[src/hdl/lcdseq_pkg.sv]
package lcdseq_pkg;

	typedef enum logic [2:0] {
		ACT_INIT    = 3'd0,
		ACT_CMD     = 3'd1,
		ACT_DATA    = 3'd2,
		ACT_CLEAR   = 3'd3,
		ACT_POS     = 3'd4,
		ACT_POS_CUR = 3'd5
	} act_t;

	typedef enum logic [1:0] {
		CFG_POWER_UP = 2'd0,
		CFG_PULSE    = 2'd1,
		CFG_GAP      = 2'd2,
		CFG_SETTLE   = 2'd3
	} cfg_idx_t;

	localparam logic [15:0] POWER_UP_RST = 16'd15000;
	localparam logic [7:0]  PULSE_RST    = 8'd1;
	localparam logic [15:0] GAP_RST      = 16'd200;
	localparam logic [15:0] SETTLE_RST   = 16'd2000;

	localparam logic [7:0] LCD_HOME4    = 8'h02;
	localparam logic [7:0] LCD_FUNC     = 8'h28;
	localparam logic [7:0] LCD_DISP_ON  = 8'h0C;
	localparam logic [7:0] LCD_ENTRY    = 8'h06;
	localparam logic [7:0] LCD_CLS      = 8'h01;
	localparam logic [7:0] LCD_ROW0     = 8'h80;
	localparam logic [7:0] LCD_ROW1     = 8'hC0;
	localparam logic [7:0] LCD_CURSOR   = 8'h0E;

	typedef struct packed {
		logic [2:0] action;
		logic [7:0] byte_value;
		logic [1:0] row;
		logic [4:0] column;
	} lcdseq_req_t;

	typedef struct packed {
		logic [3:0]  data_nibble;
		logic        reg_select;
		logic        enable;
		logic [15:0] hold_us;
		logic        last;
	} lcdseq_step_t;

	// one entry of an action's program: a wait or a byte to send
	typedef enum logic [3:0] {
		TK_WAIT_PWR,
		TK_WAIT_SET,
		TK_CMD_IN,
		TK_DATA_IN,
		TK_ADDR,
		TK_C02,
		TK_C28,
		TK_C0C,
		TK_C06,
		TK_C01,
		TK_C80,
		TK_C0E
	} tok_t;

	typedef struct packed {
		logic       load;
		logic       emit;
		tok_t       tok;
		logic [1:0] nib;
		logic       last;
	} lcdseq_cmd_t;

	typedef struct packed {
		logic addr_ok;
		logic out_free;
	} lcdseq_stat_t;

	function automatic tok_t tok_of(input logic [2:0] act, input logic [2:0] idx);
		tok_t t;
		t = TK_WAIT_SET;
		unique case (act)
			ACT_INIT: begin
				unique case (idx)
					3'd0: t = TK_WAIT_PWR;
					3'd1: t = TK_C02;
					3'd2: t = TK_C28;
					3'd3: t = TK_C0C;
					3'd4: t = TK_C06;
					3'd5: t = TK_C01;
					default: t = TK_WAIT_SET;
				endcase
			end
			ACT_CMD:  t = TK_CMD_IN;
			ACT_DATA: t = TK_DATA_IN;
			ACT_CLEAR: begin
				unique case (idx)
					3'd0: t = TK_C01;
					3'd1: t = TK_WAIT_SET;
					default: t = TK_C80;
				endcase
			end
			ACT_POS:     t = TK_ADDR;
			ACT_POS_CUR: t = (idx == 3'd0) ? TK_ADDR : TK_C0E;
			default:     t = TK_WAIT_SET;
		endcase
		return t;
	endfunction

	function automatic logic [2:0] last_idx(input logic [2:0] act);
		logic [2:0] n;
		unique case (act)
			ACT_INIT:    n = 3'd6;
			ACT_CLEAR:   n = 3'd2;
			ACT_POS_CUR: n = 3'd1;
			default:     n = 3'd0;
		endcase
		return n;
	endfunction

endpackage

[src/hdl/lcdseq_ctrl.sv]
module lcdseq_ctrl
	import lcdseq_pkg::*;
(
	input  logic         clk,
	input  logic         arst_n,
	input  logic         req_valid,
	input  logic [2:0]   req_action,
	input  lcdseq_stat_t stat,
	output logic         busy,
	output lcdseq_cmd_t  cmd
);

	typedef enum logic {ST_IDLE, ST_RUN} state_t;

	state_t     state_q;
	logic [2:0] act_q;
	logic [2:0] idx_q;
	logic [1:0] nib_q;
	logic       busy_q;

	tok_t cur_tok;
	logic is_wait;
	logic tok_done;
	logic tok_last;
	logic accept;

	assign accept   = req_valid && !busy_q;
	assign cur_tok  = tok_of(act_q, idx_q);
	assign is_wait  = (cur_tok == TK_WAIT_PWR) || (cur_tok == TK_WAIT_SET);
	assign tok_done = is_wait || (nib_q == 2'd3);
	assign tok_last = (idx_q == last_idx(act_q));

	assign busy      = busy_q;
	assign cmd.load  = accept;
	assign cmd.emit  = (state_q == ST_RUN) && stat.out_free;
	assign cmd.tok   = cur_tok;
	assign cmd.nib   = nib_q;
	assign cmd.last  = tok_done && tok_last;

	always_ff @(posedge clk or negedge arst_n) begin
		if (!arst_n) begin
			state_q <= ST_IDLE;
			busy_q  <= 1'b0;
			act_q   <= ACT_INIT;
			idx_q   <= 3'd0;
			nib_q   <= 2'd0;
		end else begin
			unique case (state_q)
				ST_IDLE: begin
					if (accept && (req_action <= ACT_POS_CUR)
					    && !((req_action == ACT_POS) && !stat.addr_ok)) begin
						state_q <= ST_RUN;
						busy_q  <= 1'b1;
						act_q   <= req_action;
						idx_q   <= ((req_action == ACT_POS_CUR) && !stat.addr_ok)
						           ? 3'd1 : 3'd0;
						nib_q   <= 2'd0;
					end
				end
				ST_RUN: begin
					if (stat.out_free) begin
						if (tok_done) begin
							nib_q <= 2'd0;
							if (tok_last) begin
								state_q <= ST_IDLE;
								busy_q  <= 1'b0;
							end else begin
								idx_q <= idx_q + 3'd1;
							end
						end else begin
							nib_q <= nib_q + 2'd1;
						end
					end
				end
				default: begin
					state_q <= ST_IDLE;
					busy_q  <= 1'b0;
				end
			endcase
		end
	end

endmodule

[src/hdl/lcdseq_dp.sv]
module lcdseq_dp
	import lcdseq_pkg::*;
#(
	parameter int COLUMNS = 16
) (
	input  logic         clk,
	input  logic         arst_n,
	input  lcdseq_req_t  req,
	input  logic         cfg_we,
	input  logic [1:0]   cfg_index,
	input  logic [15:0]  cfg_data,
	input  lcdseq_cmd_t  cmd,
	output lcdseq_stat_t stat,
	output logic         step_valid,
	input  logic         step_stall,
	output lcdseq_step_t step
);

	localparam logic [5:0] COLS = 6'(COLUMNS);

	logic [15:0] power_up_q;
	logic [7:0]  pulse_q;
	logic [15:0] gap_q;
	logic [15:0] settle_q;

	logic [7:0] byte_q;
	logic       row1_q;
	logic [4:0] col_q;

	logic         out_valid_q;
	lcdseq_step_t out_q;

	logic [7:0]   cur_byte;
	lcdseq_step_t nxt;

	assign stat.addr_ok  = ((req.row == 2'd0) || (req.row == 2'd1))
	                       && ({1'b0, req.column} < COLS);
	assign stat.out_free = !out_valid_q || !step_stall;

	always_ff @(posedge clk or negedge arst_n) begin
		if (!arst_n) begin
			power_up_q <= POWER_UP_RST;
			pulse_q    <= PULSE_RST;
			gap_q      <= GAP_RST;
			settle_q   <= SETTLE_RST;
		end else if (cfg_we) begin
			unique case (cfg_index)
				CFG_POWER_UP: power_up_q <= cfg_data;
				CFG_PULSE:    pulse_q    <= cfg_data[7:0];
				CFG_GAP:      gap_q      <= cfg_data;
				CFG_SETTLE:   settle_q   <= cfg_data;
				default:      ;
			endcase
		end
	end

	always_ff @(posedge clk) begin
		if (cmd.load) begin
			byte_q <= req.byte_value;
			row1_q <= req.row[0];
			col_q  <= req.column;
		end
	end

	always_comb begin
		unique case (cmd.tok)
			TK_CMD_IN, TK_DATA_IN: cur_byte = byte_q;
			TK_ADDR:  cur_byte = (row1_q ? LCD_ROW1 : LCD_ROW0) + {3'b000, col_q};
			TK_C02:   cur_byte = LCD_HOME4;
			TK_C28:   cur_byte = LCD_FUNC;
			TK_C0C:   cur_byte = LCD_DISP_ON;
			TK_C06:   cur_byte = LCD_ENTRY;
			TK_C01:   cur_byte = LCD_CLS;
			TK_C80:   cur_byte = LCD_ROW0;
			TK_C0E:   cur_byte = LCD_CURSOR;
			default:  cur_byte = 8'h00;
		endcase

		nxt.last = cmd.last;
		if ((cmd.tok == TK_WAIT_PWR) || (cmd.tok == TK_WAIT_SET)) begin
			nxt.data_nibble = 4'h0;
			nxt.reg_select  = 1'b0;
			nxt.enable      = 1'b0;
			nxt.hold_us     = (cmd.tok == TK_WAIT_PWR) ? power_up_q : settle_q;
		end else begin
			nxt.data_nibble = cmd.nib[1] ? cur_byte[3:0] : cur_byte[7:4];
			nxt.reg_select  = (cmd.tok == TK_DATA_IN);
			nxt.enable      = !cmd.nib[0];
			if (!cmd.nib[0]) begin
				nxt.hold_us = {8'h00, pulse_q};
			end else begin
				nxt.hold_us = cmd.nib[1] ? settle_q : gap_q;
			end
		end
	end

	always_ff @(posedge clk or negedge arst_n) begin
		if (!arst_n) begin
			out_valid_q <= 1'b0;
		end else if (stat.out_free) begin
			out_valid_q <= cmd.emit;
		end
	end

	always_ff @(posedge clk) begin
		if (cmd.emit && stat.out_free) begin
			out_q <= nxt;
		end
	end

	assign step_valid = out_valid_q;
	assign step       = out_q;

endmodule

[src/hdl/char_lcd_nibble_write_sequencer_core.sv]
// Character LCD 4-bit write sequencer.
// Request channel (req_valid/req_stall/req): one display action per request:
// init, command byte, data char, clear-and-home, set position, position+cursor.
// Step channel (step_valid/step_stall/step): one LCD pin state per step, with
// its hold time in microseconds; last marks the final step of a request.
// A byte yields four steps (high nibble strobe, gap, low nibble strobe, settle).
// Init yields 22 steps, clear 9, command/data/position 4, position+cursor 8
// (4 when the position is out of range). A taken request is first registered
// in the controller state, then the first step enters the output register and
// one step follows per cycle while step_stall is low, as the controller walks
// the action's program one pin step at a time.
// One request is worked at a time: req_stall is high from the cycle after
// acceptance until the last step has entered the output register.
// Requests that produce no steps (bad action code, set position out of range)
// are taken and dropped without raising req_stall.
// When step_stall is high with a step held, the output register keeps it and
// the sequencer waits. Reset clears the sequencer and output valid flag and
// loads the timing registers with their defaults; cfg writes are registered.
module char_lcd_nibble_write_sequencer_core
	import lcdseq_pkg::*;
#(
	parameter int COLUMNS = 16
) (
	input  logic         clk,
	input  logic         arst_n,
	input  logic         req_valid,
	output logic         req_stall,
	input  lcdseq_req_t  req,
	output logic         step_valid,
	input  logic         step_stall,
	output lcdseq_step_t step,
	input  logic         cfg_we,
	input  logic [1:0]   cfg_index,
	input  logic [15:0]  cfg_data
);

	lcdseq_cmd_t  cmd;
	lcdseq_stat_t stat;

	lcdseq_ctrl u_ctrl (
		.clk        (clk),
		.arst_n     (arst_n),
		.req_valid  (req_valid),
		.req_action (req.action),
		.stat       (stat),
		.busy       (req_stall),
		.cmd        (cmd)
	);

	lcdseq_dp #(
		.COLUMNS (COLUMNS)
	) u_dp (
		.clk        (clk),
		.arst_n     (arst_n),
		.req        (req),
		.cfg_we     (cfg_we),
		.cfg_index  (cfg_index),
		.cfg_data   (cfg_data),
		.cmd        (cmd),
		.stat       (stat),
		.step_valid (step_valid),
		.step_stall (step_stall),
		.step       (step)
	);

endmodule

[config.mk]
export PLATFORM = sky130hd
export DESIGN_NAME = char_lcd_nibble_write_sequencer_core
export DESIGN_NICKNAME = d
export VERILOG_FILES = /design/src/hdl/lcdseq_pkg.sv /design/src/hdl/lcdseq_ctrl.sv /design/src/hdl/lcdseq_dp.sv /design/src/hdl/char_lcd_nibble_write_sequencer_core.sv
export SDC_FILE = /design/constraint.sdc
export NUM_CORES = 1
export LEC_CHECK = 0
export BUFFER_PORTS_ARGS = -buffer_cell sky130_fd_sc_hd__buf_4
export CORE_ASPECT_RATIO = 1.5
export CORE_UTILIZATION = 50
export CTS_CLUSTER_SIZE = 25
export DETAILED_ROUTE_END_ITERATION = 6
export GPL_TIMING_DRIVEN = 0
export PLACE_DENSITY = 0.73
export SYNTH_ARGS = -nofsm -noshare
export SYNTH_HDL_FRONTEND = slang
export SYNTH_SLANG_ARGS = --single-unit
export TNS_END_PERCENT = 30
[constraint.sdc]
create_clock -name clk -period 2.5 [get_ports clk]
set_input_delay 0.25 -clock clk [delete_from_list [all_inputs] [get_ports clk]]
set_output_delay 0.25 -clock clk [all_outputs]
set_load 0.05 [all_outputs]
==> metrics.yaml, run 1 <==
layout.cells.non_filler: 609
routed_wire_length_per_instance_um: 18.42
yosys_warnings: 0
required_ps: 2580
syn_nets: 449
grt_start_max_net_pins: 68
grt_overflow: 0
hold_buffers: 0
num_vias: 3513
final_layout_size_suffix_gt1_frac: 0.4106
first_pass_iters: 4
die_w_um: 85.27
grt_pass1_wl_um: 17970
synthArstFlopShare: 0.6442
synthTopCellsByArea: "dfrtp_1 (24%), edfxtp_1 (21%), mux2_2 (14%), dfstp_2 (8.6%), mux2i_1 (7.7%)"
cp-start-kind: "flop"
worstSetupPathType: "flop to flop"
synth-main-ff-cell: "dfrtp_1"
syn_inst: 402
rsz0062_at_grt: "false"
clk_path_buf_depth: 2
end_kind: "flop"
dp.cells: 585
place_congestion: 0.8858
ioPinCount: 66
maxCapViolations: 0
synth_edf_count: 37
hold_class: "input port to asynchronous set/reset pin"
drc: 0
synth.most_common_cell: "mux2_2"
grt_pass1_vias: 3700
synth_area_leader_cell: "dfrtp_1"
min_period_ps: 2432
tightest_slew_ps: 865.7
fmax_ghz: 0.4111
io_buffers: 65
slew_violations: 0
leakagePower_nw: 2.607
clk_pin_slew_ps: 70
n_antenna_cell: 0
status: "completed"
clk_latency_ps: 340
htreeDepth: 3
nets: 534
antenna_found_initial: 0
vias_per_cell: 5.768
relSlewSlack: 0.4229
start_util: 0.5131
grt.total_usage: 0.2175
drt_iter0_drc: 162
dieArea_um2: 10820
clock-sinks: 104
cts_tree: "yes"
fp.coreArea_um2: 10130
die_h_um: 126.9
ys_types: 65
cp.arrival_ps: 2510
syn_avg_cell_area_um2: 12.94
ir_drop_mv: 0.6546
synth_top_area_frac: 0.2406
timing.final.crit_share: 0.9729
synthTopCellsByCount: "mux2_2 (65), dfrtp_1 (50), mux2i_1 (40)"
cts_root_buf: "clkbuf_16"
setup_viol: 0
power_mw: 8.940
synth_seq_cells: 104
ys_seq_area_frac: 0.5402
tritoncts.num_buffers: 9
ant_nets: 0
hpwl_um: 7759
hold_viol_final: 0
skew_ps: 11.05
p_per_area_nw_per_um2: 1433
synth_area_um2: 5200
fin_util: 0.6158
finalSetupTns_ps: 0
syn2layout_area_growth_pct: 20.02
row_count: 45
routed_wl_um: 11220
worstPathMaxFanout: 10
## per-stage QoR
stage | worst slack, ps | area, um^2 | hold slack, ps
after floorplan | -78.98 | 5204 | -45.59
after CTS | 37.11 | 6176 | 42.30
after global placement | -534.7 | 5838 | 396.4
after global routing | 2.152 | 6241 | 60.65
after detailed placement | -629.1 | 5873 | 411.7
final | 67.71 | 6241 | 11.53
## layer usage
layer,up-vias,global-route usage,part of all wire
met4,0,0.08824,0.018
met5,-,0,0
met3,15,0.04229,0.025
met2,70,0.4004,0.57
met1,1771,0.2441,0.39
li1,1657,-,-
## final cells by class
cell class | count | area (um^2)
well taps | 117 | 146.4
clock buffers | 13 | 261.5
repair buffers | 74 | 575.6
multi-input cells | 268 | 2251
clock inverters | 3 | 22.52
inverters | 10 | 37.54
fillers | 807 | 3894
flip-flops and latches | 104 | 2811
plain buffers | 20 | 135.1
## kinds of logic (layout without fill, tap and decap cells)
kind of cell,after synthesis,count (layout),share of synthesized area
mux,105,105,0.2178
flops,104,104,0.5402
simple gates,86,86,0.08687
compound gates,68,68,0.1023
buf+inv,30,120,0.03320
fa+ha+maj,7,7,0.01636
xor+xnor,2,2,0.003369
## critical path, stage by stage (launching register included)
cell     delay [ps]
dfrtp_2         410
inv_1           100
ha_1            220
nor2b_2         160
or3_4           330
a311o_1         340
buf_6           170
buf_12          160
mux2i_1         170
mux2i_1         120
## repair_timing
action,CTS,global route
setup buffers,0,8
gates resized for setup,5,2
pin swaps,0,2
setup endpoints to repair,19,14
## state kept, by name, summed over array words and instances, names as in the netlist
signal and flops:
u_ctrl.act_q 3, u_ctrl.busy 1, u_ctrl.idx_q 3, u_ctrl.nib_q 2, u_ctrl.state_q 1, u_dp.byte_q 8, u_dp.col_q 5, u_dp.gap_q 16
u_dp.power_up_q 16, u_dp.pulse_q 8, u_dp.row1_q 1, u_dp.settle_q 16, u_dp.step 23, u_dp.step_valid 1
## path summary, 6_finish.rpt
check                                          end  cells past startpoint  slack [ps]            start
min in group clk                    u_dp.byte_q[2]                      1          80           req[9]
max in group asynchronous          u_ctrl.idx_q[1]                      1        1850           arst_n
worst min register to register     u_dp.pulse_q[6]                      1         500  u_dp.pulse_q[6]
worst min-delay path            u_dp.power_up_q[1]                      1          10           arst_n
worst max register to register       u_dp.step[11]                      9          70  u_ctrl.idx_q[0]
worst max-delay path                 u_dp.step[11]                      9          70  u_ctrl.idx_q[0]
## report_power, final
group | internal, mW | switching (mW) | total [mW]
Combinational | 2.02 | 2.84 | 4.86
Clock | 0.742 | 0.602 | 1.34
Sequential | 2.47 | 0.262 | 2.73
## cell usage in the layout (no fill, tap or decap), types with 5 or more instances in the layout
cell type,instances
a31oi_1,5
clkbuf_16,10
a21oi_1,10
mux2i_1,40
ha_1,5
nor3_1,6
mux2_2,65
buf_4,75
inv_1,9
clkbuf_1,13
nor2_1,11
o21ai_0,16
nand2_1,39
dfrtp_1,48
dfstp_2,17
edfxtp_1,37
nand3_1,5
Note: power is estimated with default switching activity, not from simulation.
==> inputs of run 2 (changes only) <==
--- a/config.mk
+++ b/config.mk
@@ -11,8 +11,9 @@
 export CTS_CLUSTER_SIZE = 25
 export DETAILED_ROUTE_END_ITERATION = 6
 export GPL_TIMING_DRIVEN = 0
-export PLACE_DENSITY = 0.73
+export PLACE_DENSITY = 0.83
 export SYNTH_ARGS = -nofsm -noshare
 export SYNTH_HDL_FRONTEND = slang
+export SYNTH_HIERARCHICAL = 1
 export SYNTH_SLANG_ARGS = --single-unit
 export TNS_END_PERCENT = 30
==> run 2 against run 1 <==
Against the previous run: the run now ends with DRC left; final area up 1.3%; combinational power up 10%; synthesized cell count down 2.5%.
==> metrics.yaml, run 2 <==
maxCapViolations: 0  # unchanged
rsz0062_at_grt: "true"
synth_seq_cells: 104  # unchanged
ys_seq_area_frac: 0.5493  # +0.009120
synth-main-ff-cell: "dfrtp_1"
grt.total_usage: 0.2107  # -0.006882
syn_nets: 442  # -1.6%
hold_viol_final: 0  # unchanged
io_buffers: 65  # unchanged
antenna_found_initial: 0  # unchanged
clk_path_buf_depth: 2  # unchanged
routed_wire_length_per_instance_um: 18.46  # +0.25%
min_period_ps: 2476  # +44.00 ps
placed_cell_area_um2: 5774  # -1.7%
final_common_cell: "buf_4"
cts_root_buf: "clkbuf_16"
largest_reg_flops: 23  # unchanged
synth_edf_count: 37  # unchanged
n_antenna_cell: 0  # unchanged
fp.coreArea_um2: 9799  # -3.3%
htreeDepth: 3  # unchanged
synth_area_leader_cell: "dfrtp_1"
ys_types: 62  # -4.6%
violations: "DRC"
synth_area_um2: 5114  # -1.7%
relSlewSlack: 0.1848  # -0.2381
clk_pin_slew_ps: 70  # about the same
r2r_cells: 11  # +2
clk_latency_ps: 340  # about the same
die_h_um: 125.9  # -0.82%
row_count: 44  # -2.2%
synthTopCellsByCount: "mux2_2 (58), dfrtp_1 (50), edfxtp_1 (37)"
synth_top_area_frac: 0.2447  # +0.004062
start_util: 0.5218  # +0.008747
synthArstFlopShare: 0.6442  # unchanged
setup_viol: 0  # unchanged
yosys_warnings: 6  # +6
final_layout_size_suffix_gt1_frac: 0.4689  # +0.05831
num_vias: 3545  # +0.91%
fillers: 705  # -13%
cpPeakStageDelay_ps: 450  # +40 ps
timing.final.crit_share: 0.9905  # +0.01760
syn2layout_area_growth_pct: 23.68
ioPinCount: 66  # unchanged
seqCellArea_um2: 2810  # about the same
worstPathMaxFanout: 10  # unchanged
syn_inst: 392  # -2.5%
vias_per_cell: 5.938  # +2.9%
required_ps: 2670  # +90 ps
dieArea_um2: 10640  # -1.6%
grt_pass1_vias: 3600  # -2.7%
whs_ps: 11.69  # +0.1638 ps
fmax_ghz: 0.4038  # -1.8%
hold_class: "input port to asynchronous set/reset pin"
final_cell_mix: "buf_4 (83), mux2_2 (57), dfrtp_1 (49)"
routed_wl_um: 11020  # -1.7%
first_pass_iters: 6  # +2
end_kind: "flop"
grt_start_max_net_pins: 68  # unchanged
cp.arrival_ps: 2640  # +130 ps
drc: 5  # +5
die_w_um: 84.57  # -0.82%
hpwl_um: 7400  # -4.6%
cts_tree: "yes"
multiInputGateArea_um2: 2257  # +0.28%
p_per_area_nw_per_um2: 1505  # +5.0%
nets: 527  # -1.3%
clock-sinks: 104  # unchanged
crit_chain: "inv_4, ha_1, nor2b_1, nor2_1, nor3_1, o31ai_1, buf_4, buf_6, nand2_1, a21o_1, a311oi_2"
syn_avg_cell_area_um2: 13.05  # +0.85%
tritoncts.num_buffers: 9  # unchanged
synth.most_common_cell: "mux2_2"
status: "finished with violations"
grt_overflow: 0  # unchanged
drt_iter0_drc: 201  # +24%
cp-start-kind: "flop"
tightest_slew_ps: 1223  # +357.2 ps
place_congestion: 0.8625  # -2.6%
leakagePower_nw: 2.657  # +1.9%
fin_area_um2: 6325  # +1.3%
slew_violations: 0  # unchanged
synthTopCellsByArea: "dfrtp_1 (24%), edfxtp_1 (22%), mux2_2 (13%), dfstp_2 (8.7%), mux2i_1 (6.5%)"
worstSetupPathType: "flop to flop"
grt_pass1_wl_um: 17380  # -3.3%
ant_nets: 0  # unchanged
ir_drop_mv: 0.6826  # +4.3%
skew_ps: 6.093  # -4.962 ps
slowest_stage: "dfrtp_2"
[run 2: cell types whose count changed after synthesis, sizes merged, moves of 5 or more]
cell / change
buf: +8
nand2: -25
clkbuf: -6
a211o: +6
nor3: -5
o22ai: +10
mux2: -6
nor2: +9
mux2i: -7
nand3: -6
a221oi: +5
[run 2: area by class of cell]
| class | count | area share |
|---|---|---|
| tap | 115 | 0.02275 |
| sequential | 104 | 0.4443 |
| buffer | 22 | 0.03106 |
| timing repair buffer | 74 | 0.08783 |
| inverter | 14 | 0.009496 |
| clock buffer | 10 | 0.03956 |
| multi-input combinational | 252 | 0.3569 |
| clock inverter | 6 | 0.008111 |
[run 2: worst paths after layout]
path                       slack [ps]       startpoint             endpoint
setup / recovery                   20  u_ctrl/idx_q[0]        u_dp/step[19]
hold / removal                     10           arst_n  u_dp/power_up_q[10]
setup reg to reg                   20  u_ctrl/idx_q[0]        u_dp/step[19]
hold reg to reg                   510   u_dp/gap_q[14]       u_dp/gap_q[14]
max in group asynchronous        1900           arst_n      u_ctrl/idx_q[0]
min in group clk                   80           req[9]       u_dp/byte_q[2]
[run 2: metrics by stage]
step                TNS (ps)  utilization  worst slack, ps  power [mW]  cells
floorplan                  0            -            13.29       6.150    392
global placement       -7006       0.5892           -485.4       7.195    572
detailed placement     -8139       0.5892           -515.7       7.334    572
CTS                   -25.24       0.6351           -19.07       9.175    592
global route          -265.6       0.6454           -54.13       9.965    597
finish                     0       0.6454            23.71       9.518    597
[run 2: kinds of logic (layout without fill, tap and decap cells)]
group	count (synthesis)	in the layout	synth area share
flip-flops	104	104	0.5493
multiplexers	92	92	0.1953
AO/OA/AOI/OAI	76	76	0.1072
AND/OR/NAND/NOR	73	73	0.08246
buffers and inverters	36	126	0.04037
adder cells (fa/ha/maj)	9	9	0.02202
XOR/XNOR	2	2	0.003426
[run 2: layer usage]
layer,track usage,part of all wire,vias up
li1,-,-,1618
met1,0.2389,0.39,1810
met2,0.3898,0.55,101
met3,0.03604,0.035,16
met4,0.08275,0.021,0
met5,0,0,-
[run 2: what timing repair did]
action / 4_1_cts / 5_1_grt
setup buffers: 4 / 5
pin swaps: 5 / 12
hold buffers: 0 / 0
gates resized for setup: 26 / 20
setup endpoints to repair: 21 / 20
[run 2: worst max-delay path, delay by kind of cell (launching register included)]
kind | cells | cell delay, ps
AOI/OAI and AO/OA | 3 | 700
buffers and inverters | 3 | 520
DFF | 1 | 450
and+or+nand+nor | 4 | 410
adders and majority gates | 1 | 200
[run 2: report_power, final]
part | switching [mW] | leakage [nW] | internal (mW) | total, mW
clock | 0.628 | 0.147 | 0.746 | 1.37
combinational | 3.11 | 1.39 | 2.26 | 5.36
sequential | 0.284 | 1.12 | 2.49 | 2.78
total | 4.02 | 2.66 | 5.50 | 9.52
